File: src/tsab_pkg.sv
`timescale 1ns / 1ps
// ----------------------------------------------------------------------------
// tsab_pkg: shared types and constants of the sync-aligning byte buffer
// Transfer payloads, the classified command that crosses the queue, status
// codes and the back-end sequencer states.
// ----------------------------------------------------------------------------
package tsab_pkg;

  localparam int BufferBytesDefault = 8192;
  localparam int TsPacket           = 188;
  localparam int HuntSpan           = 3 * TsPacket;
  localparam int MaxPopBytes        = 512;
  localparam int WordBytes          = 8;
  localparam int QueueDepth         = 2;
  localparam int QPtrW              = (QueueDepth > 1) ? $clog2(QueueDepth) : 1;
  localparam int QCntW              = $clog2(QueueDepth + 1);

  localparam logic [7:0] TsSync  = 8'h47;
  localparam logic       CmdPush = 1'b0;
  localparam logic       CmdPop  = 1'b1;

  typedef enum logic [1:0] {
    StOk     = 2'd0,
    StFull   = 2'd1,
    StNoSync = 2'd2,
    StShort  = 2'd3
  } status_e;

  typedef struct packed {
    logic        command;
    logic [63:0] push_data;
    logic [3:0]  push_count;
    logic [9:0]  request_length;
    logic [9:0]  room;
  } in_item_t;

  typedef struct packed {
    logic [1:0]  status;
    logic [63:0] data;
    logic [3:0]  byte_count;
    logic        last;
  } out_item_t;

  typedef struct packed {
    logic        command;
    logic [63:0] push_data;
    logic [3:0]  push_count;
    logic [9:0]  request_length;
    logic        push_bad;
    logic        req_bad;
    logic        req_zero;
  } cmd_t;

  typedef enum logic [3:0] {
    SIdle,
    SWrite,
    SHuntA,
    SHuntB,
    SHuntC,
    SHuntD,
    SCheckA,
    SCheckB,
    SDecide,
    SRead,
    SEmit,
    SSingle
  } back_state_e;

endpackage

File: src/tsab_queue.sv
`timescale 1ns / 1ps
// ----------------------------------------------------------------------------
// tsab_queue: short command queue between front and back
// A small register FIFO that lets either side stall on its own.
// ----------------------------------------------------------------------------
module tsab_queue (
  input  logic           clk_i,
  input  logic           rst_ni,
  input  logic           push_i,
  input  tsab_pkg::cmd_t item_i,
  output logic           full_o,
  output logic           valid_o,
  output tsab_pkg::cmd_t item_o,
  input  logic           pop_i
);
  import tsab_pkg::*;

  cmd_t             slot_q [QueueDepth];
  logic [QPtrW-1:0] wptr_q, wptr_d, rptr_q, rptr_d;
  logic [QCntW-1:0] cnt_q, cnt_d;
  logic             do_push, do_pop;

  assign full_o  = (cnt_q == QCntW'(QueueDepth));
  assign valid_o = (cnt_q != '0);
  assign item_o  = slot_q[rptr_q];
  assign do_push = push_i && !full_o;
  assign do_pop  = pop_i && valid_o;

  always_comb begin
    wptr_d = wptr_q;
    rptr_d = rptr_q;
    cnt_d  = cnt_q;
    if (do_push) begin
      wptr_d = (wptr_q == QPtrW'(QueueDepth - 1)) ? '0 : wptr_q + 1'b1;
    end
    if (do_pop) begin
      rptr_d = (rptr_q == QPtrW'(QueueDepth - 1)) ? '0 : rptr_q + 1'b1;
    end
    if (do_push && !do_pop) begin
      cnt_d = cnt_q + 1'b1;
    end else if (do_pop && !do_push) begin
      cnt_d = cnt_q - 1'b1;
    end
  end

  always_ff @(posedge clk_i or negedge rst_ni) begin
    if (!rst_ni) begin
      wptr_q <= '0;
      rptr_q <= '0;
      cnt_q  <= '0;
    end else begin
      wptr_q <= wptr_d;
      rptr_q <= rptr_d;
      cnt_q  <= cnt_d;
    end
  end

  always_ff @(posedge clk_i) begin
    if (do_push) begin
      slot_q[wptr_q] <= item_i;
    end
  end

endmodule

File: config.mk
export PLATFORM = sky130hd
export DESIGN_NAME = tsab_queue
export DESIGN_NICKNAME = d
export VERILOG_FILES = /design/src/tsab_pkg.sv /design/src/tsab_queue.sv
export SDC_FILE = /design/constraint.sdc
export NUM_CORES = 1
export LEC_CHECK = 0
export BUFFER_PORTS_ARGS = -buffer_cell sky130_fd_sc_hd__buf_2
export CORE_MARGIN = 2
export CORE_UTILIZATION = 45
export DETAILED_ROUTE_END_ITERATION = 10
export PLACE_DENSITY_LB_ADDON = 0.15
export SYNTH_ARGS = -nofsm -noshare
export SYNTH_HDL_FRONTEND = slang
export SYNTH_SLANG_ARGS = --single-unit
File: constraint.sdc
create_clock -name clk_i -period 10.94 [get_ports clk_i]
set_input_delay 1.094 -clock clk_i [delete_from_list [all_inputs] [get_ports clk_i]]
set_output_delay 1.094 -clock clk_i [all_outputs]
set_load 0.01 [all_outputs]
# Yosys cells after proc, flatten, opt, wreduce, memory -nomap -nowiden
# Memory sizes are Yosys's and may differ from the RTL's.
# Cells that the tools add are included.
[classes]
add_sub_neg = 4
eq_ne = 1
muxes = 6
reduce_logical = 9
[op_table]
columns = ["cell", "count"]
rows = [
  ["$logic_and 1x1->1", 4],
  ["$mux 1", 4],
  ["$mux 2", 2],
  ["$reduce_bool 2->1", 2],
  ["$logic_not 1->1", 3],
  ["$add 1x1->1 const B", 2],
  ["$add 2x1->2 const B", 1],
  ["$eq 2x2->1 const B", 1],
  ["$sub 2x1->2 const B", 1],
]
[totals]
ff_bits = 4
ramBits = 164
in_bits = 86
output_inout_bits = 84
wordCells = 24
memories = 1
[mem_list]
columns = ["memory", "words", "word_bits", "read_ports", "rd_ports_with_merged_regs", "write_ports", "line_no", "source"]
rows = [
  ["slot_q", 2, 82, 1, 0, 1, "tsab_queue.sv:18", "cmd_t slot_q [QueueDepth];"],
]

# Depth between registers and ports, before layout
[depth]
word_depth = 7
ltp_mapped = 7
mapped_depth_nobuf = 7

# Least setup slack after synthesis
# Ideal clock, no wire load.
[synth_path]
path_type = "input to register"
start = "input push_i"
end = "memory slot_q[0][0] (netlist bit), enable pin"
setup_time_ns = 0.523
t_arrival_ns = 4.602
required_time_ns = 10.417
slack_ns = 5.815
stages = 2
n_path_buf = 0
cell_sequence = "nand2_1 nor2_1"
[synth_between]
elab_chain_cells = 3
[synth_rtl]
columns = ["item", "line_no", "source"]
rows = [
  ["from (decl)", "tsab_queue.sv:9", "input logic push_i,"],
  ["$logic_and 1x1->1", "tsab_queue.sv:26", "assign do_push = push_i && !full_o;"],
  ["$mux 1", "tsab_queue.sv:59", "if (do_push) begin"],
  ["$mux 1 (not written as such)", "tsab_queue.sv:60", "slot_q[wptr_q] <= item_i;"],
  ["to (decl)", "tsab_queue.sv:18", ""],
]
# No other way between the ends.

==> results.txt <==
----------------------------------------------------
[Clocking]
  Clock edge transition at the registers on the reported setup and hold paths ... roughly 0.060 ns
  Clk Latency, worst-skew pair ... roughly 0.41 ns
  Post-cts sizing count ... 0
  Number of hold buffers added after cts ... 0
  Number of buffers added by the clock tree synthesis step ... 17
  Post-CTS Setup Repair Bufs ... 0
  CTS tree ... done
  Clk sinks ... ~170
  Buffer type at the clock tree root ... clkbuf_16
  H-tree levels ... 4
  Buffer depth of the longest clock path ... 2

[Hold path]
  Classification of the worst-slack hold path ... input pin to async pin

[Drt]
  Routed vias/inst ... 4.80
  Number of iterations in the first detailed-routing pass ... 4
  Antenna Nets Post-Route ... 0
  Via Count ... a little over 3000
  Residual DRC count ... 0
  Routed Wire Length ... ~11 mm
  DRC violation total after the first TritonRoute iteration ... between 150 and 200
  Average wire length per cell after detail routing ... around 17 µm

[Timing]
  Period minus WS final ... 3.79 ns
  Worst setup skew after layout ... ~0.0075 ns
  Final max-slew violation count ... 0
  Unrepaired setup endpoints after global routing ... false
  Final hold viol count ... 0
  Final Worst Setup Slack ... 7.15 ns
  Worst-Margin Slew ... 0.801 ns
  Total setup violations reported at the end of the flow ... 0
  Final total negative setup slack ... 0 ns
  Fmax achieved ... 264 MHz
  Worst slew slack as a fraction of its limit ... 0.466
  Share of the clock period used by the worst path after layout ... 0.347

[Global routing]
  First-pass GRT wire length ... roughly 17 mm
  Initial antenna violation count ... 0
  Global Route Usage Sum ... 0.150
  Via count of the first global-routing pass ... around 3200
  Maximum number of pins on one net before global-route repair ... 47
  Remaining global-route overflow ... 0

[Setup path]
  Register-to-register setup slack ... 8.76 ns
  WS Path Type ... register to primary output
  Critical path required time ... roughly 9.9 ns
  Element type at the critical path end ... primary output
  Crit Path Max Fanout ... 43
  Count of cells along the worst register-to-register path ... 3
  Kind of start point of the critical path ... register
  Launching point of the worst reg2reg path ... cnt_q[0]
  Worst reg2reg path endpoint ... slot_q[1][40]
  Worst setup path startpoint ... rptr_q
  CP arrival ... about 2.7 ns

[Power and ir drop]
  Leakage ... about 3.2 nW
  Worst supply voltage drop on vdd ... between 100 and 150 µV
  Power Dens Cells ... roughly 270 nW/µm²

[Floorplanning]
  Area of the core ... between 10000 and 15000 µm²
  Effective utilization at floorplan ... 0.464
  Number of I/O pins ... 170
  Cell Rows ... 43
  Overall die height ... around 120 µm
  Die Wd ... about 120 µm
  DIE AREA ... 15300 µm²

[Place]
  HPWL after detailed placement ... between 7 and 8 mm
  Port Buf Inserts ... 169
  Pre-CTS setup slack ... around 7.5 ns
  Routability-driven placement congestion ratio ... around 0.7

[Final layout]
  Fin nets ... 544
  Fraction of layout cells with a size suffix above 1 ... 0.606
  Number of inserted diodes ... 0
  Layout overhead on the synthesized area ... 23.7%
  Most frequent cells in the layout ... buf_2 (169), edfxtp_1 (164), mux2_4 (70)
  Commonest non-fill, non-tap cell in the layout ... buf_2

[Logic synthesis]
  Syn Nets ... between 300 and 400
  Total of warnings raised by yosys ... 0
  Cells after Synth ... 274
  Total of flip-flops plus latches after synthesis ... 168
  Mean area per synthesized cell ... between 20 and 25 µm²
  Portion of the post-synthesis area used by sequential elements ... 0.777
  Top-area cell type share of the netlist area ... 0.762
  Post-Syn Area ... roughly 6500 µm²
  Number of distinct library cells after synthesis ... 16
  Library cell with the largest summed area after synthesis ... edfxtp_1
  Synth top area cells ... edfxtp_1 (76%), mux2_4 (16%), buf_12 (2.2%)

[Run]
  Maximum Capacitance Violations ... 0

[Run status]
  Run status ... finished clean

----------------------------------------------------
## through the flow
step,utilization,total power [mW],instance area [µm²],cells,hold slack [ns]
2_1_floorplan,-,1.46,6460,274,0.456
3_3_place_gp,0.533,1.62,7430,618,0.475
3_5_place_dp,0.533,1.64,7430,618,0.507
4_1_cts,0.574,2.22,7990,649,0.458
5_1_grt,0.574,2.30,7990,649,0.456
6_report,0.574,2.19,7990,649,0.481
## cell families after synthesis
logic type | Yosys count | share of synthesized area
XOR/XNOR | 5 | 0.00677
adder cells (fa/ha/maj) | 1 | 0.00194
buffers and inverters | 11 | 0.0254
flip-flops | 168 | 0.777
multiplexers | 82 | 0.183
AND/OR/NAND/NOR | 7 | 0.00523
## synth_stat cells (all sizes together)
| cell type | n |
|---|---|
| edfxtp | 164 |
| mux2 | 82 |
| buf | 9 |
| dfrtp | 4 |
| xnor2 | 3 |
| inv | 2 |
| nand2 | 2 |
| nor2 | 2 |
| xor2 | 2 |
| and3 | 1 |
| ha | 1 |
| nand2b | 1 |
| or2 | 1 |
## power by group
| group | internal, mW | switching, mW |
|---|---|---|
| Combinational | 0.341 | 0.308 |
| Sequential | 0.882 | 0.0784 |
| Clock | 0.354 | 0.224 |
## critical path, stage by stage (launching register included)
cell	delay [ns]
dfrtp_4	0.92
buf_4	0.74
mux2_2	0.42
buf_2	0.14
## flip-flops by register name (all words and copies together), names as in the netlist
name,flops
wptr_q,1
cnt_q,2
slot_q,164
rptr_q,1
## worst max path at each step
| stage | end | depth (start not counted) |
|---|---|---|
| finish | item_o[54] | 3 |
| global route | item_o[56] | 3 |
| CTS | item_o[54] | 3 |
| detailed placement | item_o[54] | 3 |
| global placement | item_o[54] | 3 |
| floorplan | slot_q[0][0] | 2 |
## cell type report
class                      instances  area (µm²)
fill                            1087        5940
sequential                       168        5030
multi-input combinational         95        1290
timing repair buffer             173         876
clock buffer                      20         437
tap                              180         225
clock inverter                    11         131
inverter                           2        7.51
## metal layers
metal / vias to the layer above / track usage / wire [µm]
li1: 1440 / - / -
met1: 1542 / 0.175 / 4590
met2: 117 / 0.243 / 5420
met3: 13 / 0.0636 / 989
met4: 0 / 0.0639 / 180
met5: - / 0 / 0
Power figures use the tool's default switching activity.
