==> src/tsab_pkg.sv <==
`timescale 1ns / 1ps
// ----------------------------------------------------------------------------
// tsab_pkg: shared types and constants of the sync-aligning byte buffer
// Transfer payloads, the classified command that crosses the queue, status
// codes and the back-end sequencer states.
// ----------------------------------------------------------------------------
package tsab_pkg;

  localparam int BufferBytesDefault = 8192;
  localparam int TsPacket           = 188;
  localparam int HuntSpan           = 3 * TsPacket;
  localparam int MaxPopBytes        = 512;
  localparam int WordBytes          = 8;
  localparam int QueueDepth         = 2;
  localparam int QPtrW              = (QueueDepth > 1) ? $clog2(QueueDepth) : 1;
  localparam int QCntW              = $clog2(QueueDepth + 1);

  localparam logic [7:0] TsSync  = 8'h47;
  localparam logic       CmdPush = 1'b0;
  localparam logic       CmdPop  = 1'b1;

  typedef enum logic [1:0] {
    StOk     = 2'd0,
    StFull   = 2'd1,
    StNoSync = 2'd2,
    StShort  = 2'd3
  } status_e;

  typedef struct packed {
    logic        command;
    logic [63:0] push_data;
    logic [3:0]  push_count;
    logic [9:0]  request_length;
    logic [9:0]  room;
  } in_item_t;

  typedef struct packed {
    logic [1:0]  status;
    logic [63:0] data;
    logic [3:0]  byte_count;
    logic        last;
  } out_item_t;

  typedef struct packed {
    logic        command;
    logic [63:0] push_data;
    logic [3:0]  push_count;
    logic [9:0]  request_length;
    logic        push_bad;
    logic        req_bad;
    logic        req_zero;
  } cmd_t;

  typedef enum logic [3:0] {
    SIdle,
    SWrite,
    SHuntA,
    SHuntB,
    SHuntC,
    SHuntD,
    SCheckA,
    SCheckB,
    SDecide,
    SRead,
    SEmit,
    SSingle
  } back_state_e;

endpackage

==> src/tsab_front.sv <==
`timescale 1ns / 1ps
// ----------------------------------------------------------------------------
// tsab_front: input transfer acceptance and command classification
// Flags the checks that depend only on the item itself and hands the
// classified command to the queue.
// ----------------------------------------------------------------------------
module tsab_front (
  input  logic              in_valid_i,
  output logic              in_ready_o,
  input  tsab_pkg::in_item_t in_item_i,
  input  logic              q_full_i,
  output logic              q_push_o,
  output tsab_pkg::cmd_t    q_item_o
);
  import tsab_pkg::*;

  assign in_ready_o = !q_full_i;
  assign q_push_o   = in_valid_i && !q_full_i;

  always_comb begin
    q_item_o.command        = in_item_i.command;
    q_item_o.push_data      = in_item_i.push_data;
    q_item_o.push_count     = in_item_i.push_count;
    q_item_o.request_length = in_item_i.request_length;
    q_item_o.push_bad       = (in_item_i.push_count == 4'd0) ||
                              (in_item_i.push_count > 4'(WordBytes));
    q_item_o.req_bad        = (in_item_i.request_length > 10'(MaxPopBytes)) ||
                              (in_item_i.room < in_item_i.request_length);
    q_item_o.req_zero       = (in_item_i.request_length == 10'd0);
  end

endmodule

==> config.mk <==
export PLATFORM = sky130hd
export DESIGN_NAME = tsab_front
export DESIGN_NICKNAME = d
export VERILOG_FILES = /design/src/tsab_pkg.sv /design/src/tsab_front.sv
export SDC_FILE = /design/constraint.sdc
export NUM_CORES = 1
export LEC_CHECK = 0
export ABC_AREA = 1
export ABC_CLOCK_PERIOD_IN_PS = 1700
export BUFFER_PORTS_ARGS = -buffer_cell sky130_fd_sc_hd__clkbuf_2
export CORE_AREA = 2 2 67 69
export DETAILED_ROUTE_END_ITERATION = 10
export DIE_AREA = 0 0 69 71
export GPL_TIMING_DRIVEN = 1
export PLACE_DENSITY_LB_ADDON = 0.12
export SYNTH_ARGS = -nofsm -noshare
export SYNTH_HDL_FRONTEND = slang
export SYNTH_SLANG_ARGS = --single-unit
==> constraint.sdc <==
create_clock -name vclk -period 1.7
set_clock_uncertainty 0.15 [all_clocks]
set_input_delay 0.34 -clock vclk [all_inputs]
set_output_delay 0.34 -clock vclk [all_outputs]
set_load 0.005 [all_outputs]
After elaboration in Yosys (flattened, before gate mapping)
Cells that the tools add are included.

Register bits after elaboration: 0. Input bits: 91. Output and inout port bits: 84. Word-level logic and storage cells: 9.

$lt $le $gt $ge: 3. Reduce and logical (&&, ||, !) cells: 6.

Operators by type and width (number): $gt 10x10->1 const B (1); $logic_not 10->1 (1); $lt 10x10->1 (1); $gt 4x4->1 const B (1); $logic_not 4->1 (1); $logic_or 1x1->1 (2); $logic_and 1x1->1 (1); $logic_not 1->1 (1).

Logic depth before layout (Yosys ltp)
Gate-level depths: netlist of the first run.

Word-level depth: 2. Mapped depth: 9. Mapped depth without buffers: 9.

Worst setup path after synthesis of the first run
No wires, ideal clock.

Path type: input to output. Start: input port in_item_i[19] in the netlist's numbering. End: output port q_item_o[1] in the netlist's numbering. Data arrival time: 1.031 ns. Required time: 1.210 ns. Slack: 0.179 ns. Stages on the path: 6. Path buffers: 0. Path through: inv_1 -> ha_1 -> a21o_1 -> nor2_1 -> nand3_1 -> nand2_1.

RTL lines: start: declaration (RTL line tsab_front.sv:10) `input tsab_pkg::in_item_t in_item_i,`; end: declaration (RTL line tsab_front.sv:13) `output tsab_pkg::cmd_t q_item_o`.

==> results_dict.tcl, run 1 <==
set metrics [dict create \
    status "finished with violations" \
    violations "setup timing" \
    overflow 0 \
    power_w 0.0001944 \
    grt_antenna_before_repair 0 \
    viasPerCell 3.753 \
    routed_wirelength_um 2006 \
    synth_commonest_cells "buf_4 (79), inv_1 (16), nand2_1 (15)" \
    seq_area_sq_um 0 \
    clock_buffers 0 \
    startpoint_type "input port" \
    grt_pass1_vias 569 \
    fmax_ghz 0.5821 \
    avgSynthCellArea_sq_um 6.679 \
    grt_max_degree 4 \
    relSlewSlack_pct 83.58 \
    ys_seq_area_share_pct 0 \
    hold_ws_ns 0.5300 \
    p_sw_share_pct 46.11 \
    arrival_ns 1.23 \
    crit_fanout 2 \
    grt_pass1_wl_um 2918 \
    netSwitchingPower_w 0.00008962 \
    critical_path_class "in2out" \
    antenna_cells 0 \
    vdd_drop_max_mv 0.04528 \
    cts_setup_buffers 0 \
    cp.required_ns 1.21 \
    gp_congestion 0.6590 \
    min_from "in_item_i[24]" \
    dr.first_iter.drc_count 2 \
    start_util_pct 21.61 \
    power.internal_w 0.0001047 \
    ant_nets 0 \
    combPwrFrac_pct 100.0 \
    area_delta_synth_final_pct -7.989 \
    seq_cell_count 0 \
    fill_cells 498 \
    synthesis.nets 236 \
    hold_viol 0 \
    nets 212 \
    place_hpwl_um 1796 \
    synth.largest_area_cell "buf_4" \
    critPathCaptureType "primary output" \
    hold_path_class "in2out" \
    maxCapViolCount 0 \
    vias 608 \
    grt_usage_pct 7.041 \
    rsz0062_at_grt "yes" \
    wl_per_cell_um 12.38 \
    ys_warn_count 0 \
    io_pins 175 \
    ys_types 13 \
    critPathLaunch "in_item_i[18]" \
    netlist_top_cells_area "buf_4 (65%), ha_1 (12%), inv_1 (6.6%)" \
    dieArea_sq_mm 0.004899 \
    synthCells 136 \
    setup_viol 1 \
    num_rows 24 \
    powerDensity_mw_per_mm2 232.5 \
    firstDrtPassIters 2 \
    synth.most_common_cell "buf_4" \
    fin_ws_ns -0.01786 \
    dieWidth_um 69 \
    tns_ns -0.01786 \
    clock_power_share_pct 0 \
    p_seq_share_pct 0 \
    drc 0 \
    layout-drive-gt1-share_pct 70.00 \
    io_buffers 45 \
    worstHoldPathCells 0 \
    fin_util_pct 19.88 \
    power_leakage_nw 0.4592 \
    drv_slew 0 \
    die_y_um 71 \
    tightest_slew_ns 0.2445 \
    syn_area_sq_um 908.4 \
    synth_top_area_share_pct 65.29 \
    coreArea_sq_mm 0.004204 \
    fin_crit_sh_pct 101.1 \
    period_needed_ns 1.718 \
]
## kinds of logic (layout without fill, tap and decap cells)
kind of cell               Yosys count  after routing  synth area share, %
adders and majority gates            9              9                12.40
xor gates and xnor gates             1              1               0.9644
buffers and inverters               95             69                71.90
AOI/OAI and AO/OA                    4              4                2.479
and+or+nand+nor                     27             27                12.26
## through the flow
| stage | worst slack [ns] | instance area, sq um | instances |
|---|---|---|---|
| after floorplan | 0.1789 | 908.4 | 136 |
| after global routing | -0.1146 | 835.8 | 162 |
| after detailed placement | -0.08607 | 665.6 | 162 |
| after global placement | -0.09545 | 665.6 | 162 |
| final | -0.01786 | 835.8 | 162 |
| after CTS | -0.04045 | 767.0 | 162 |
## cells in the final DEF, fill, tap and decap left out
cell      Yosys  final
a21o_1        1      1
a21oi_1       2      1
a21oi_2       0      1
buf_4        79      8
buf_6         0      3
buf_8         0      1
clkbuf_2      0     41
ha_1          9      2
ha_4          0      7
inv_1        16      9
inv_2         0      5
inv_4         0      2
nand2_1      15     10
nand2_2       0      3
nand2_4       0      2
nand3_1       2      1
nand3_2       0      1
nand4_1       1      1
nor2_1        6      5
nor2_4        0      2
nor3_1        2      1
nor3_2        0      1
o21ai_1       1      1
xor2_1        1      1
## metal layers
| layer | up-vias | part of all wire (%) | GRT usage, % |
|---|---|---|---|
| met5 | - | 0 | 0 |
| met4 | 0 | 3.8 | 2.832 |
| met3 | 16 | 17 | 2.991 |
| met2 | 60 | 48 | 13.14 |
| met1 | 249 | 32 | 6.838 |
| li1 | 283 | - | - |
## timing repair
action | in CTS | in global routing
hold buffers | 0 | 0
resized for setup | 17 | 19
pin swaps | 13 | 10
setup endpoints to repair | 1 | 2
## critical path, stage by stage
cell	delay, ns
clkbuf_2	0.10
inv_2	0.05
ha_4	0.26
nand2_4	0.06
a21oi_2	0.11
nor2_1	0.06
nand3_1	0.08
nand2_1	0.06
clkbuf_2	0.11
## power by group through the flow
stage	clock [W]	combinational, W	sequential, W
detailed placement	0	0.000141	0
CTS	0	0.000171	0
floorplan	0	0.000202	0
global placement	0	0.000141	0
global route	0	0.000219	0
finish	0	0.000194	0
## path summary, 6_finish.rpt
check | slack, ns | to
min | 0.53 | q_item_o[17]
max | -0.02 | q_item_o[1]
## area by class of cell
class	count	area [sq um]	area share, %
timing repair buffer	53	314.1	37.57
tap	52	65.06	7.784
multi-input combinational	41	391.6	46.86
inverter	16	65.06	7.784
Note: power is estimated with default switching activity, not from simulation.
==> inputs of run 2 (changes only) <==
--- a/config.mk
+++ b/config.mk
@@ -13,6 +13,7 @@
 export DIE_AREA = 0 0 69 71
 export GPL_TIMING_DRIVEN = 1
 export PLACE_DENSITY_LB_ADDON = 0.12
+export SETUP_SLACK_MARGIN = 0.15
 export SYNTH_ARGS = -nofsm -noshare
 export SYNTH_HDL_FRONTEND = slang
 export SYNTH_SLANG_ARGS = --single-unit
==> results_dict.tcl, run 2 (synthesis results as in run 1) <==
set metrics [dict create \
    maxCapViolCount 0 \
    clock_buffers 0 \
    layout-drive-gt1-share_pct 72.73 \
    crit_top_cell "nand2_1" \
    drv_slew 0 \
    nets 212 \
    dieArea_sq_mm 0.004899 \
    critPathCaptureType "primary output" \
    start_util_pct 21.61 \
    overflow 0 \
    vias 610 \
    io_pins 175 \
    fin_ws_ns -0.02503 \
    period_needed_ns 1.725 \
    io_buffers 45 \
    area_delta_synth_final_pct -4.821 \
    status "finished with violations" \
    grt.busiest_layer "met2" \
    place_hpwl_um 1796 \
    min_to "q_item_o[17]" \
    arrival_ns 1.24 \
    crit_chain "buf_8, inv_4, ha_4, nand2_2, nand2_2, nand2_1, nand2_1, nand2_1, nand3_1, nand2_1, clkbuf_2" \
    die_y_um 71 \
    grt_max_degree 4 \
    hold_viol 0 \
    startpoint_type "input port" \
    firstDrtPassIters 2 \
    viasPerCell 3.765 \
    routed_wirelength_um 2024 \
    min_from "in_item_i[24]" \
    grt_pass1_wl_um 2973 \
    cp.required_ns 1.21 \
    vdd_drop_max_mv 0.04500 \
    power_leakage_nw 0.4662 \
    met1_usage_pct 7.179 \
    relSlewSlack_pct 88.74 \
    setup_viol 1 \
    rsz0062_at_grt "yes" \
    dieWidth_um 69 \
    use_met3_pct 2.991 \
    gp_congestion 0.6590 \
    critical_path_class "in2out" \
    crit_fanout 2 \
    hold_ws_ns 0.5300 \
    grt_usage_pct 7.160 \
    grt_antenna_before_repair 0 \
    coreArea_sq_mm 0.004204 \
    grt_pass1_vias 574 \
    num_rows 24 \
    hold_path_class "in2out" \
    ant_nets 0 \
    critPathSlowestCell "ha_4" \
    dr.first_iter.drc_count 2 \
    fin_crit_sh_pct 101.5 \
    layout_common_cells "clkbuf_2 (40), nand2_1 (10), inv_1 (9), ha_4 (7)" \
    worstHoldPathCells 0 \
    tightest_slew_ns 0.1680 \
    powerDensity_mw_per_mm2 232.8 \
    wl_per_cell_um 12.49 \
    antenna_cells 0 \
    seq_area_sq_um 0 \
    max_stage_delay_ns 0.20 \
    fmax_ghz 0.5797 \
    drc 0 \
    violations "setup timing" \
    seq_cell_count 0 \
    power_w 0.0002013 \
    final_common_cell "clkbuf_2" \
    grt_use_met2_pct 13.14 \
]
[run 2: where the power goes]
group	internal (W)	switching (W)	leakage, nW
Sequential	0	0	0
Combinational	0.000108	0.0000929	0.466
Clock	0	0	0
[run 2: how the worst max path moves through the flow]
stage | startpoint | end | slack, ns | cells after the start
after detailed placement | in_item_i[15] | q_item_o[1] | -0.09 | 9
after global routing | in_item_i[18] | q_item_o[1] | -0.11 | 9
after global placement | in_item_i[15] | q_item_o[1] | -0.1 | 9
after floorplan | in_item_i[19] | q_item_o[1] | 0.18 | 6
final | in_item_i[13] | q_item_o[1] | -0.03 | 11
after CTS | in_item_i[12] | q_item_o[1] | -0.03 | 9
[run 2: worst max-delay path, delay by kind of cell]
kind / cells / cell delay [ns]
buffers and inverters: 3 / 0.25
AND/OR/NAND/NOR: 7 / 0.43
adder cells (fa/ha/maj): 1 / 0.20
[run 2: final cells by class]
class	count	area (sq um)
Timing Repair Buffer	53	325.3
Inverter	16	62.56
Fill cell	502	3339
Tap cell	52	65.06
Multi-Input combinational cell	41	411.6
[run 2: stage by stage]
stage	setup slack (ns)	cells	utilization [%]	TNS [ns]	cell area [sq um]
after global placement	-0.09545	162	15.83	-0.09545	665.6
final	-0.02503	162	20.57	-0.02503	864.6
after global routing	-0.1145	162	20.57	-0.1145	864.6
after floorplan	0.1789	136	-	0	908.4
after CTS	-0.03394	162	18.84	-0.03394	792.0
after detailed placement	-0.08607	162	15.83	-0.08607	665.6
[run 2: what timing repair did]
| action | in CTS | in global routing |
|---|---|---|
| setup endpoints to repair | 2 | 3 |
| pin swaps | 16 | 15 |
| hold buffers | 0 | 0 |
| resized for setup | 24 | 21 |
| setup buffers | 0 | 0 |
[run 2: per-layer routing]
metal / vias to the layer above / part of all wire (%) / wire length, um
met5: - / 0 / 0
met4: 0 / 3.8 / 77
met3: 16 / 16 / 322
met2: 60 / 48 / 974
met1: 250 / 32 / 650
li1: 284 / - / -
