$ cat src/tsab_pkg.sv
`timescale 1ns / 1ps
// ----------------------------------------------------------------------------
// tsab_pkg: shared types and constants of the sync-aligning byte buffer
// Transfer payloads, the classified command that crosses the queue, status
// codes and the back-end sequencer states.
// ----------------------------------------------------------------------------
package tsab_pkg;

  localparam int BufferBytesDefault = 8192;
  localparam int TsPacket           = 188;
  localparam int HuntSpan           = 3 * TsPacket;
  localparam int MaxPopBytes        = 512;
  localparam int WordBytes          = 8;
  localparam int QueueDepth         = 2;
  localparam int QPtrW              = (QueueDepth > 1) ? $clog2(QueueDepth) : 1;
  localparam int QCntW              = $clog2(QueueDepth + 1);

  localparam logic [7:0] TsSync  = 8'h47;
  localparam logic       CmdPush = 1'b0;
  localparam logic       CmdPop  = 1'b1;

  typedef enum logic [1:0] {
    StOk     = 2'd0,
    StFull   = 2'd1,
    StNoSync = 2'd2,
    StShort  = 2'd3
  } status_e;

  typedef struct packed {
    logic        command;
    logic [63:0] push_data;
    logic [3:0]  push_count;
    logic [9:0]  request_length;
    logic [9:0]  room;
  } in_item_t;

  typedef struct packed {
    logic [1:0]  status;
    logic [63:0] data;
    logic [3:0]  byte_count;
    logic        last;
  } out_item_t;

  typedef struct packed {
    logic        command;
    logic [63:0] push_data;
    logic [3:0]  push_count;
    logic [9:0]  request_length;
    logic        push_bad;
    logic        req_bad;
    logic        req_zero;
  } cmd_t;

  typedef enum logic [3:0] {
    SIdle,
    SWrite,
    SHuntA,
    SHuntB,
    SHuntC,
    SHuntD,
    SCheckA,
    SCheckB,
    SDecide,
    SRead,
    SEmit,
    SSingle
  } back_state_e;

endpackage

$ cat src/tsab_back.sv
`timescale 1ns / 1ps
// ----------------------------------------------------------------------------
// tsab_back: ring buffer sequencer
// Writes pushed bytes one per cycle, hunts for sync by reading the three
// candidate bytes (only the head byte when fewer than three packets are
// held), and streams popped bytes into 8-byte result words in an output register.
// ----------------------------------------------------------------------------
module tsab_back #(
  parameter int BufferBytes = tsab_pkg::BufferBytesDefault,
  parameter int AddrW       = $clog2(BufferBytes)
) (
  input  logic                clk_i,
  input  logic                rst_ni,
  input  logic                cmd_valid_i,
  input  tsab_pkg::cmd_t      cmd_i,
  output logic                cmd_pop_o,
  output logic                out_valid_o,
  input  logic                out_ready_i,
  output tsab_pkg::out_item_t out_item_o,
  output logic                ram_we_o,
  output logic [AddrW-1:0]    ram_waddr_o,
  output logic [7:0]          ram_wdata_o,
  output logic [AddrW-1:0]    ram_raddr_o,
  input  logic [7:0]          ram_rdata_i
);
  import tsab_pkg::*;

  localparam int HeldW = $clog2(BufferBytes + 1);

  back_state_e      state_q, state_d;
  cmd_t             cmd_q, cmd_d;
  logic [AddrW-1:0] head_q, head_d, tail_q, tail_d, rd_ptr_q, rd_ptr_d;
  logic [HeldW-1:0] held_q, held_d;
  logic [1:0]       status_q, status_d;
  logic [2:0]       wr_i_q, wr_i_d;
  logic             ok0_q, ok0_d, ok1_q, ok1_d, pend_q, pend_d;
  logic [9:0]       done_q, done_d;
  logic [3:0]       iss_q, iss_d, cap_q, cap_d;
  logic [63:0]      word_q, word_d;
  logic             out_valid_q, out_valid_d;
  out_item_t        out_q, out_d;
  logic             slot_free, is_last;
  logic [9:0]       left;
  logic [3:0]       word_n;

  function automatic logic [AddrW-1:0] wrap_add(logic [AddrW-1:0] a, logic [9:0] off);
    logic [AddrW:0] sum;
    sum = {1'b0, a} + (AddrW + 1)'(off);
    if (sum >= (AddrW + 1)'(BufferBytes)) begin
      sum = sum - (AddrW + 1)'(BufferBytes);
    end
    return sum[AddrW-1:0];
  endfunction

  assign slot_free   = !out_valid_q || out_ready_i;
  assign left        = cmd_q.request_length - done_q;
  assign word_n      = (left >= 10'(WordBytes)) ? 4'(WordBytes) : left[3:0];
  assign is_last     = ((done_q + 10'(word_n)) == cmd_q.request_length);
  assign out_valid_o = out_valid_q;
  assign out_item_o  = out_q;

  always_comb begin
    state_d     = state_q;
    cmd_d       = cmd_q;
    head_d      = head_q;
    tail_d      = tail_q;
    held_d      = held_q;
    status_d    = status_q;
    wr_i_d      = wr_i_q;
    ok0_d       = ok0_q;
    ok1_d       = ok1_q;
    rd_ptr_d    = rd_ptr_q;
    done_d      = done_q;
    iss_d       = iss_q;
    cap_d       = cap_q;
    word_d      = word_q;
    pend_d      = 1'b0;
    out_valid_d = out_valid_q && !out_ready_i;
    out_d       = out_q;
    cmd_pop_o   = 1'b0;
    ram_we_o    = 1'b0;
    ram_waddr_o = tail_q;
    ram_wdata_o = cmd_q.push_data[wr_i_q*8 +: 8];
    ram_raddr_o = head_q;

    unique case (state_q)
      SIdle: begin
        if (cmd_valid_i) begin
          cmd_pop_o = 1'b1;
          cmd_d     = cmd_i;
          wr_i_d    = '0;
          if (cmd_i.command == CmdPop) begin
            state_d = SHuntA;
          end else if (cmd_i.push_bad ||
                       (({1'b0, held_q} + (HeldW + 1)'(cmd_i.push_count)) >=
                        (HeldW + 1)'(BufferBytes))) begin
            status_d = StFull;
            state_d  = SSingle;
          end else begin
            state_d = SWrite;
          end
        end
      end
      SWrite: begin
        ram_we_o = 1'b1;
        tail_d   = wrap_add(tail_q, 10'd1);
        wr_i_d   = wr_i_q + 3'd1;
        if (({1'b0, wr_i_q} + 4'd1) == cmd_q.push_count) begin
          held_d   = held_q + HeldW'(cmd_q.push_count);
          status_d = StOk;
          state_d  = SSingle;
        end
      end
      SHuntA: begin
        if (held_q >= HeldW'(HuntSpan)) begin
          state_d = SHuntB;
        end else begin
          state_d = SCheckA;
        end
      end
      SHuntB: begin
        ram_raddr_o = wrap_add(head_q, 10'(TsPacket));
        ok0_d       = (ram_rdata_i == TsSync);
        state_d     = SHuntC;
      end
      SHuntC: begin
        ram_raddr_o = wrap_add(head_q, 10'(2 * TsPacket));
        ok1_d       = (ram_rdata_i == TsSync);
        state_d     = SHuntD;
      end
      SHuntD: begin
        if (ok0_q && ok1_q && (ram_rdata_i == TsSync)) begin
          state_d = SDecide;
        end else begin
          head_d  = wrap_add(head_q, 10'd1);
          held_d  = held_q - HeldW'(1);
          state_d = SHuntA;
        end
      end
      SCheckA: begin
        if (held_q == '0) begin
          status_d = StNoSync;
          state_d  = SSingle;
        end else begin
          state_d = SCheckB;
        end
      end
      SCheckB: begin
        if (ram_rdata_i != TsSync) begin
          status_d = StNoSync;
          state_d  = SSingle;
        end else begin
          state_d = SDecide;
        end
      end
      SDecide: begin
        if (cmd_q.req_bad || (held_q < HeldW'(cmd_q.request_length))) begin
          status_d = StShort;
          state_d  = SSingle;
        end else if (cmd_q.req_zero) begin
          status_d = StOk;
          state_d  = SSingle;
        end else begin
          rd_ptr_d = head_q;
          done_d   = '0;
          iss_d    = '0;
          cap_d    = '0;
          word_d   = '0;
          state_d  = SRead;
        end
      end
      SRead: begin
        ram_raddr_o = rd_ptr_q;
        if (iss_q < word_n) begin
          pend_d   = 1'b1;
          rd_ptr_d = wrap_add(rd_ptr_q, 10'd1);
          iss_d    = iss_q + 4'd1;
        end
        if (pend_q) begin
          word_d[cap_q[2:0]*8 +: 8] = ram_rdata_i;
          cap_d = cap_q + 4'd1;
          if ((cap_q + 4'd1) == word_n) begin
            state_d = SEmit;
          end
        end
      end
      SEmit: begin
        if (slot_free) begin
          out_valid_d      = 1'b1;
          out_d.status     = StOk;
          out_d.data       = word_q;
          out_d.byte_count = word_n;
          out_d.last       = is_last;
          done_d           = done_q + 10'(word_n);
          iss_d            = '0;
          cap_d            = '0;
          word_d           = '0;
          if (is_last) begin
            head_d  = rd_ptr_q;
            held_d  = held_q - HeldW'(cmd_q.request_length);
            state_d = SIdle;
          end else begin
            state_d = SRead;
          end
        end
      end
      SSingle: begin
        if (slot_free) begin
          out_valid_d      = 1'b1;
          out_d.status     = status_q;
          out_d.data       = '0;
          out_d.byte_count = '0;
          out_d.last       = 1'b1;
          state_d          = SIdle;
        end
      end
      default: begin
        state_d = SIdle;
      end
    endcase
  end

  always_ff @(posedge clk_i or negedge rst_ni) begin
    if (!rst_ni) begin
      state_q     <= SIdle;
      head_q      <= '0;
      tail_q      <= '0;
      held_q      <= '0;
      out_valid_q <= 1'b0;
      pend_q      <= 1'b0;
    end else begin
      state_q     <= state_d;
      head_q      <= head_d;
      tail_q      <= tail_d;
      held_q      <= held_d;
      out_valid_q <= out_valid_d;
      pend_q      <= pend_d;
    end
  end

  always_ff @(posedge clk_i) begin
    cmd_q    <= cmd_d;
    status_q <= status_d;
    wr_i_q   <= wr_i_d;
    ok0_q    <= ok0_d;
    ok1_q    <= ok1_d;
    rd_ptr_q <= rd_ptr_d;
    done_q   <= done_d;
    iss_q    <= iss_d;
    cap_q    <= cap_d;
    word_q   <= word_d;
    out_q    <= out_d;
  end

endmodule

$ cat config.mk
export PLATFORM = sky130hd
export DESIGN_NAME = tsab_back
export DESIGN_NICKNAME = d
export VERILOG_FILES = /design/src/tsab_pkg.sv /design/src/tsab_back.sv
export SDC_FILE = /design/constraint.sdc
export NUM_CORES = 1
export LEC_CHECK = 0
export BUFFER_PORTS_ARGS = -buffer_cell sky130_fd_sc_hd__clkbuf_2
export CAP_MARGIN = 20
export CORE_MARGIN = 3
export CORE_UTILIZATION = 40
export DETAILED_ROUTE_END_ITERATION = 16
export GPL_TIMING_DRIVEN = 0
export SYNTH_ARGS = -nofsm -noshare
export SYNTH_HDL_FRONTEND = slang
export SYNTH_SLANG_ARGS = --single-unit
$ cat constraint.sdc
create_clock -name clk_i -period 5.6 [get_ports clk_i]
set_input_delay 0.56 -clock clk_i [delete_from_list [all_inputs] [get_ports clk_i]]
set_output_delay 0.56 -clock clk_i [all_outputs]
set_load 0.1 [all_outputs]
# Word level (Yosys, flattened, before mapping)
# Cells that the tools add are included.
# op_classes
addsub,21
mux,73
n_reduce_logical,30
magnitude_cmp,10
n_shift,3
n_eq_ne,32
# op_table
cell,count
64-bit 2-to-1 mux,4
64-bit case mux with 3 select lines,1
13-bit 2-to-1 mux,11
71-bit 2-to-1 mux,2
71-bit case mux with 2 select lines,1
14-bit greater-or-equal comparator (second input constant),5
13-bit by 1-bit subtractor with 13-bit output (second input constant),5
64-bit bitwise mux,1
4-bit 2-to-1 mux,16
8-bit by 34-bit variable shift with 64-bit output (first input constant),1
64-bit by 7-bit indexed part select with 8-bit output,1
8-bit by 34-bit indexed part select with 64-bit output,1
14-bit 2-to-1 mux,4
13-bit case mux with 2 select lines,2
4-bit case mux with 12 select lines,1
13-bit by 1-bit adder with 14-bit output (second input constant),3
14-bit case mux with 3 select lines,1
13-bit case mux with 3 select lines,1
6-bit negator with 34-bit output,1
10-bit 2-to-1 mux,3
2-bit inequality test (second input constant),15
4-bit case mux with 3 select lines,2
2-bit 2-to-1 mux,11
10-bit case mux with 2 select lines,1
other kinds (44),75
# word_totals
elab_cells,193
output_inout_bits,108
ff_bits,299
in_bits,94

# Longest topological paths before layout
# Gate-level depths: netlist of run 1.
# logic_depth
ltp_word,8
mapped_depth,23
mapped_depth_nobuf,22

# Worst setup path after synthesis of run 1
# OpenSTA, ideal clock, no wires.
# synth_timing
path_type,flip-flop to flip-flop
start,register cmd_q[3] (netlist name)
end,"register cap_q[0], enable pin"
arrival_time_ns,5.334
path_buffers,0
stages_incl_launch_ff,13
t_required_ns,5.106
setup_time_ns,0.494
synth_period_minus_slack_ns,5.828
setup_slack_ns,-0.228
cell_sequence,edfxtp_1 -> ha_1 -> fa_1 -> nor2b_1 -> o21ai_0 -> a21oi_1 -> o21ai_0 -> nand2b_1 -> a31oi_1 -> o21ai_0 -> o21a_1 -> o311ai_0 -> nor2_1
# synth_via
elab_chain_len,4
# synth_lines
item,line_no,text
"start, declared",tsab_back.sv:31,"cmd_t cmd_q, cmd_d;"
"start signal, assigned",tsab_back.sv:242,cmd_q <= cmd_d;
14-bit by 10-bit < comparator with 1-bit output,tsab_back.sv:157,if (cmd_q.req_bad || (held_q < HeldW'(cmd_q.request_length))) begin
1-bit logical OR,tsab_back.sv:157,
2-bit inequality test (no line),--,
5-bit AND reduction (no line),--,
"end signal, assigned",tsab_back.sv:250,cap_q <= cap_d;
"end, declared",tsab_back.sv:38,"logic [3:0] iss_q, iss_d, cap_q, cap_d;"
# Every way passes these cells.
# A chain may end at the register's enable or synchronous reset.

# Final worst setup path of run 1
# layout_timing
start,register cmd_q[3] (netlist name)
end,register head_q[1]
# layout_via
elab_chain_len,7
# layout_lines
item,line_no,text
10-bit subtractor (*),tsab_back.sv:56,assign left = cmd_q.request_length - done_q;
10-bit by 4-bit greater-or-equal comparator with 1-bit output,tsab_back.sv:57,assign word_n = (left >= 10'(WordBytes)) ? 4'(WordBytes) : left[3:0];
4-bit 2-to-1 mux (*),tsab_back.sv:57,
named net word_n[3],tsab_back.sv:44,logic [3:0] word_n;
10-bit by 4-bit adder with 10-bit output (*),tsab_back.sv:58,assign is_last = ((done_q + 10'(word_n)) == cmd_q.request_length);
10-bit equality test (*),tsab_back.sv:58,
2-bit inequality test (no line) (*),--,
4-bit AND reduction (no line) (*),--,
"end signal, assigned",tsab_back.sv:226,head_q <= '0;
"end signal, assigned",tsab_back.sv:233,head_q <= head_d;
"end, declared",tsab_back.sv:32,"logic [AddrW-1:0] head_q, head_d, tail_q, tail_d, rd_ptr_q, rd_ptr_d;"
# The timed path passes the listed nets; every way through them passes the cells marked *.

==> results of run 1 <==
## layer usage
layer / global-route usage, % / up-vias / share of wire [%]
li1: - / 5742 / -
met1: 25.9 / 5691 / 45
met2: 30.2 / 380 / 45
met3: 3.97 / 81 / 6.4
met4: 7.66 / 0 / 3.4
met5: 0 / - / 0
## cells in the final DEF, fill, tap and decap left out, types with 36 or more instances in the layout
cell,instances
nand2_1,102
clkbuf_2,201
edfxtp_1,253
ha_1,56
xnor2_1,44
inv_1,50
o21ai_0,65
nor2_1,205
clkbuf_16,38
mux2i_1,37
dfrtp_1,46
and2_1,81
a21oi_1,79
clkbuf_1,59
nand3_1,36
## through the flow
stage	power [mW]	hold WS, ns	utilization, %	instances
floorplan	8.97	0.264	-	1435
global placement	10.3	0.463	45.0	2154
detailed placement	10.4	0.472	45.5	2162
CTS	12.8	0.143	48.5	2227
global route	13.5	0.162	48.9	2240
finish	12.8	0.183	48.9	2241
## worst max-delay path by stage
stage	endpoint	slack (ns)	cells past startpoint
after floorplan	ram_raddr_o[6]	0.32	6
after global placement	done_q[8]	-0.63	12
after detailed placement	head_q[2]	-0.20	23
after CTS	held_q[2]	0.01	22
after global routing	head_q[7]	-0.04	23
final	head_q[1]	0.29	22
## critical path, stage by stage, from the launching register on
cell and delay (ns):
edfxtp_1 0.47, inv_1 0.08, ha_2 0.21, fa_2 0.35
nand2b_1 0.17, a21oi_2 0.22, a311oi_2 0.14, xor2_1 0.30
o2111ai_2 0.22, buf_6 0.19, or2_2 0.33, inv_1 0.07
ha_1 0.27, a211oi_2 0.27, nor4_1 0.09, xnor2_1 0.25
xnor2_1 0.16, o2111ai_1 0.12, nor2_1 0.12, o221a_2 0.22
nand4_4 0.21, o31ai_4 0.38, mux2_2 0.37
## timing repair
action	in CTS	in global routing
setup endpoints to repair	20	29
hold endpoints to repair	16	0
setup buffers	1	13
hold buffers	1	0
resized for setup	4	12
pin swaps	1	8
## power by group through the flow
stage	logic [mW]	registers (mW)	clock network [mW]
floorplan	3.47	5.50	0
global placement	6.20	4.09	0
detailed placement	6.41	4.03	0
CTS	6.45	3.99	2.37
global route	7.00	4.07	2.46
finish	6.48	3.99	2.31
## cell families after synthesis
kind of cell,after synthesis,share of synthesized area [%]
AOI/OAI and AO/OA,266,10.7
muxes,71,5.87
DFF,299,55.0
buffers and inverters,116,2.80
adders and majority gates,62,5.11
and+or+nand+nor,544,16.3
xor gates and xnor gates,77,4.29
## sequential cells by signal (all words and copies together) (netlist names)
signal / count
ram_waddr_o: 13
ok1_q: 1
rd_ptr_q: 13
out_valid_o: 1
status_q: 2
ok0_q: 1
word_q: 64
iss_q: 4
out_item_o: 71
head_q: 13
held_q: 14
state_q: 4
wr_i_q: 3
pend_q: 1
done_q: 10
cap_q: 4
cmd_q: 80
## layout make-up
| class | instances | area, um^2 | share of cell area (%) |
|---|---|---|---|
| flip-flops and latches | 299 | 8750 | 45.8 |
| diodes | 1 | 2.50 | 0.0131 |
| multi-input cells | 1020 | 6780 | 35.5 |
| repair buffers | 224 | 1280 | 6.73 |
| plain buffers | 62 | 255 | 1.34 |
| clock inverters | 19 | 190 | 0.997 |
| clock buffers | 44 | 973 | 5.10 |
| well taps | 518 | 648 | 3.40 |
| inverters | 54 | 203 | 1.06 |
==> flow_summary.toml, run 1 <==
[min_path]
hold_path_class = "in -> reg"
hold-path-cell-count = 1
min-delay-start = "cmd_i[9]"
worstHoldEndpoint = "cmd_q[9]"

[die]
fp.dieW_um = 205
io_pins = 202
core_area_um2 = 39000
rows = 72
design.die.area_um2 = 42200
initial_utilization_pct = 40.8
fp.dieH_um = 205

[logic_synthesis]
synth_area_um2 = 15900
synth_commonest_cells = "edfxtp_1, nor2_1, nand2_1, and2_1, a21oi_1"
syn_nets = 1591
yosys.area.top_type = "edfxtp_1"
netlist.area_leader.share_pct = 47.8
synthTopCellsByArea = "edfxtp_1, dfrtp_1, nor2_1"
synthCells = 1435
ys_ff_latch = 299
ys_warn_count = 0
synth-edff-count = 253
yosysUniqueCellTypes = 72
syn_avg_cell_area_um2 = 11.1
yosysMostFrequentCell = "edfxtp_1"
ys_seq_area_share_pct = 55.0
async_reset_ff_share_pct = 15.4
ys.flop_type = "edfxtp_1"

[routing]
drc = 0
num_vias = 11900
wirelength_um = 40400
vias_per_cell = 5.31
dr.first_iter.drc_count = 707
ant_nets = 0
detail_route.wl_per_cell_um = 18.0
first_pass_iters = 5

[sta]
max_freq_ghz = 0.188
tightest_slew_ns = 1.05
finalSetupTns_ns = 0
final_hold_viol_count = 0
slew_viol_final = 0
finClkSkew_ns = 0.0192
setup_viol = 0
finalCritPeriodShare_pct = 94.8
maxSlewHeadroom_pct = 29.1
layout_setup_ws_ns = 0.291
finalCriticalPeriod_ns = 5.31

[power]
comb_power_share_pct = 50.7
ir_worst_vdd_v = 0.000477
power_frac_seq_pct = 31.2
power.density_nw_per_um2 = 670
intPower_mw = 6.63
p_switching_mw = 6.15
power.leakage_nw = 7.40
p_sw_share_pct = 48.1
power_frac_clock_pct = 18.1

[final_layout]
layout-drive-gt1-share_pct = 19.6
fillCellCount = 3567
fin_nets = 1853
area_growth_pct = 20.0
fin_area_um2 = 19100

[worst_setup_path]
start_kind = "flop"
cp.arrival_ns = 5.74
critPathRequiredTime_ns = 6.03
startpoint = "cmd_q[3]"
worstRegToRegCells = 22
worstSetupPathType = "reg -> reg"
ff2ff_setup_slack_ns = 0.29
reg2reg_from = "cmd_q[3]"
r2r-end = "head_q[1]"
cp_max_fo = 7
end_kind = "flop"

[clock_tree]
clock_latency_ns = 0.55
clk_path_buf_depth = 3
cts-root-buf = "clkbuf_16"
clock-sinks = 299
cts_tree = "built"
clkTransAtPathRegs_ns = 0.06
numCtsBuffers = 36
cts.htree.levels = 2

[placement]
place.gp.congestion = 0.906
dp_slack_ns = -0.196
place_area_um2 = 17700
hpwl_um = 29900
place.port_buffers = 201

[grt]
grt_pass1_vias = 11900
antenna_found_initial = 0
grt_start_max_net_pins = 75
grt_overflow_total = 0
grt_first_pass_wirelength_um = 63900
grt_util_all_layers_pct = 19.1

[job]
maxCapViolCount = 0

[status]
outcome = "completed"
No activity file was read; power rests on OpenSTA's default activity.
==> run 2: changes to the inputs <==
- PLACE_DENSITY: not set -> 0.68
==> run 2 against run 1 <==
Non-clock buffer count increased by 1. Final area decreased by 0.67%. Largest power group unchanged. Critical endpoint unchanged. Clock skew decreased by 0.0026 ns.
==> flow_summary.toml, run 2 (synthesis gave the netlist of run 1 again) <==
[clock_tree]
clk_path_buf_depth = 3
clock-sinks = 299
clkTransAtPathRegs_ns = 0.06
clock_latency_ns = 0.54
cts.htree.levels = 2
numCtsBuffers = 35
cts-root-buf = "clkbuf_16"
cts_tree = "built"

[final_layout]
top_register = "cmd_q"
final_cells = 2238
largest_reg_flops = 80
final_common_cell = "edfxtp_1"
final_cell_mix = "edfxtp_1, nor2_1, clkbuf_2, nand2_1, and2_1"
fin_nets = 1853
layout-drive-gt1-share_pct = 19.6
area_growth_pct = 19.2
antennaDiodeCount = 0
fin_area_um2 = 19000

[routing]
ant_nets = 0
vias_per_cell = 5.36
drc = 0
dr.first_iter.drc_count = 979
first_pass_iters = 5
wirelength_um = 40200
detail_route.wl_per_cell_um = 17.9
num_vias = 12000

[min_path]
min-delay-start = "cmd_i[49]"
hold_path_class = "in -> reg"
worstHoldEndpoint = "cmd_q[49]"
hold-path-cell-count = 1

[worst_setup_path]
start_kind = "flop"
reg2reg_from = "cmd_q[3]"
end_kind = "flop"
r2r-end = "head_q[1]"
worstRegToRegCells = 22
path_depth = 22
cp_max_fo = 6
cp_num_buf_inv = 3
crit_family = "compound AO/OA/AOI/OAI gates"
critPathRequiredTime_ns = 6.02
critPathSlowestCell = "edfxtp_1"
cp.arrival_ns = 5.76
ff2ff_setup_slack_ns = 0.26
worstSetupPathType = "reg -> reg"
path_cells = "inv_1, ha_1, fa_1, nand2b_1, a21oi_2, a311oi_2, xor2_1, o2111ai_2, buf_6, or2_2, inv_1, ha_1, a211oi_2, nor4_1, xnor2_1, xnor2_1, o2111ai_1, nor2_1, o221a_2, nand4_4, o31ai_4, mux2_2"
slowest_delay_ns = 0.44

[placement]
place_area_um2 = 17700
hpwl_um = 29700
place_inst = 2162
place.gp.congestion = 0.890
dp_slack_ns = -0.111
place.port_buffers = 201

[power]
power.density_nw_per_um2 = 662
power.leakage_nw = 7.37
ir_worst_vdd_v = 0.000550

[sta]
finalCriticalPeriod_ns = 5.34
finalCritPeriodShare_pct = 95.4
slew_viol_final = 0
setup_viol = 0
max_freq_ghz = 0.187
finClkSkew_ns = 0.0166
maxSlewHeadroom_pct = 32.2
tightest_slew_ns = 1.00
timing.hold.ws_ns = 0.191
layout_setup_ws_ns = 0.258
final_hold_viol_count = 0

[job]
maxCapViolCount = 0

[grt]
grt_util_all_layers_pct = 19.1
antenna_found_initial = 0
grt_overflow_total = 0
grt_first_pass_wirelength_um = 63500
grt_start_max_net_pins = 78
grt_pass1_vias = 11700

[die]
fp.dieW_um = 205
rows = 72
initial_utilization_pct = 40.8
fp.dieH_um = 205
core_area_um2 = 39000
design.die.area_um2 = 42200
io_pins = 202

[status]
outcome = "completed"
run 2: report_power, final:
group / switching (mW) / internal [mW]
combinational: 4.74 / 1.70
clock: 0.905 / 1.21
sequential: 0.466 / 3.52
run 2: worst max path at each step:
stage          startpoint             end
2_1_floorplan  state_q[3]  ram_raddr_o[6]
3_3_place_gp   state_q[3]  out_item_o[59]
3_5_place_dp     cmd_q[4]       head_q[2]
4_1_cts          cmd_q[3]       head_q[2]
5_1_grt          cmd_q[3]       head_q[1]
6_report         cmd_q[3]       head_q[1]
run 2: layer usage:
layer	share of wire [%]	track usage (%)	up-vias
met5	0	0	-
met4	2.2	5.76	0
met3	7.4	3.64	61
met2	47	31.2	472
met1	44	26.0	5730
li1	-	-	5732
run 2: final cells by class:
class,count,area [um^2]
fillers,3544,20100
flip-flops and latches,299,8750
multi-input cells,1020,6760
repair buffers,225,1290
clock buffers,42,945
well taps,518,648
plain buffers,62,259
inverters,54,203
clock inverters,18,98.8
run 2: timing repair:
item,in CTS,in global routing
pin swaps,1,6
endpoints found under the setup margin,18,28
gates resized for setup,3,11
hold buffers,1,0
buffers inserted,3,12
hold endpoints to repair,19,0
run 2: metrics by stage:
stage	utilization, %	power [mW]	TNS (ns)
after floorplan	-	8.97	0
after global placement	45.0	10.3	-78.27
after detailed placement	45.5	10.4	-1.51
after CTS	48.3	12.6	0
after global routing	48.6	13.3	-0.0173
final	48.6	12.5	0
==> run 3: changes to the inputs <==
- PLACE_DENSITY: 0.68 -> 0.66
- clock period: 5.6 -> 6.2 ns (I/O delays scaled with it)
==> run 3 against run 2 <==
Via count fell by 0.43%. First-iteration DRC count fell by 8.1%. Final area shrank 0.30%.
==> flow_summary.toml, run 3 (synthesis gave the netlist of run 1 again) <==
[die]
fp.dieW_um = 205
fp.dieH_um = 205
design.die.area_um2 = 42200
core_area_um2 = 39000
rows = 72
io_pins = 202
initial_utilization_pct = 40.8

[sta]
tightest_slew_ns = 1.19
final_hold_viol_count = 0
setup_viol = 0
finalCriticalPeriod_ns = 5.77
layout_setup_ws_ns = 0.428
finalCritPeriodShare_pct = 93.1
max_freq_ghz = 0.173
finClkSkew_ns = 0.0174
maxSlewHeadroom_pct = 20.2
slew_viol_final = 0

[worst_setup_path]
slowest_delay_ns = 0.50
end_kind = "flop"
critPathSlowestCell = "o21ai_0"
cp_max_fo = 10
path_depth = 23
crit_family = "compound AO/OA/AOI/OAI gates"
worstSetupPathType = "reg -> reg"
cp_num_buf_inv = 4
cp.arrival_ns = 6.17
critPathRequiredTime_ns = 6.60
path_cells = "inv_1, ha_1, fa_1, nand2b_1, a21oi_1, a311oi_2, xor2_1, o2111ai_2, buf_2, or2_2, inv_1, ha_1, a21oi_1, nor2b_1, o21ai_0, nor2_1, nor2_1, a21o_1, o221a_2, nand4_4, o31ai_4, clkbuf_4, a221oi_1"
start_kind = "flop"
worstRegToRegCells = 23

[routing]
vias_per_cell = 5.36
wirelength_um = 39800
detail_route.wl_per_cell_um = 17.9
first_pass_iters = 5
drc = 0
num_vias = 11900
ant_nets = 0
dr.first_iter.drc_count = 900

[final_layout]
fin_nets = 1841
layout-drive-gt1-share_pct = 18.9
antennaDiodeCount = 0
top_register = "cmd_q"
fillCellCount = 3600
register_area_um2 = 8750
final_common_cell = "edfxtp_1"
final_cells = 2227
final_cell_mix = "edfxtp_1, nor2_1, clkbuf_2, nand2_1, and2_1"
area_growth_pct = 18.8
largest_reg_flops = 80
multi_input_area_um2 = 6750

[grt]
grt_overflow_total = 0
grt_util_all_layers_pct = 18.7
antenna_found_initial = 0
grt_pass1_vias = 11600
grt_start_max_net_pins = 78
grt_first_pass_wirelength_um = 62500

[placement]
place.gp.congestion = 0.895
place_inst = 2162
dp_slack_ns = 0.386
place.port_buffers = 201
hpwl_um = 29500

[clock_tree]
clk_path_buf_depth = 3
clock_latency_ns = 0.54
cts.htree.levels = 2
cts-root-buf = "clkbuf_16"
clock-sinks = 299
numCtsBuffers = 35
ctsHoldBuffers = 0
clkTransAtPathRegs_ns = 0.06
cts_tree = "built"

[min_path]
hold_path_class = "in -> async"

[job]
maxCapViolCount = 0

[status]
outcome = "completed"
==> run 3: cell types whose count changed in the layout (fill, tap and decap cells not counted), moves of 2 or more <==
| cell | change |
|---|---|
| bufinv_16 | +3 |
| buf_6 | -3 |
| buf_4 | -9 |
| clkinv_2 | -4 |
| clkinv_1 | -4 |
| clkbuf_8 | +2 |
| clkbuf_16 | -2 |
| clkbuf_1 | +3 |
==> run 3: timing repair <==
item                                   CTS  global route
gates resized for setup                  0             2
setup endpoints to repair                0            11
buffers inserted                         0             4
endpoints found under the hold margin    0             0
==> run 3: final cells by class <==
type	count	share of cell area [%]
Inverter	54	1.07
Clock inverter	16	0.960
Tap cell	518	3.43
Sequential cell	299	46.3
Multi-Input combinational cell	1020	35.7
Timing Repair Buffer	213	6.30
Buffer	62	1.30
Clock buffer	45	4.94
==> run 3: per-stage QoR <==
stage,setup TNS [ns],utilization [%],hold slack [ns],instance area (um^2)
finish,0,48.4,0.0772,18900
global route,-0.00979,48.4,0.0956,18900
CTS,0,48.3,0.0598,18800
detailed placement,0,45.4,0.474,17700
global placement,-104.39,45.0,0.463,17600
floorplan,0,-,0.324,15900
==> run 3: routing by layer <==
metal,vias up,global-route usage [%],share of wire [%]
met2,447,30.6,46
met1,5724,25.2,44
met5,-,0,0
met4,0,6.79,3.1
met3,72,3.23,6.5
li1,5700,-,-
==> run 3: final timing paths <==
check | end | startpoint | slack, ns
max | head_q[2] | cmd_q[3] | 0.43
min | held_q[2] | rst_ni | 0.08
max reg2reg | head_q[2] | cmd_q[3] | 0.43
min reg2reg | ram_waddr_o[12] | ram_waddr_o[12] | 0.48
max in group asynchronous | out_valid_o | rst_ni | 5.54
min in group clk_i | cmd_q[0] | cmd_i[0] | 0.25
Power of run 3 is left out: the tool's default activity adds up to more than one toggle a clock period on the data nets, which glitch-free logic cannot reach.
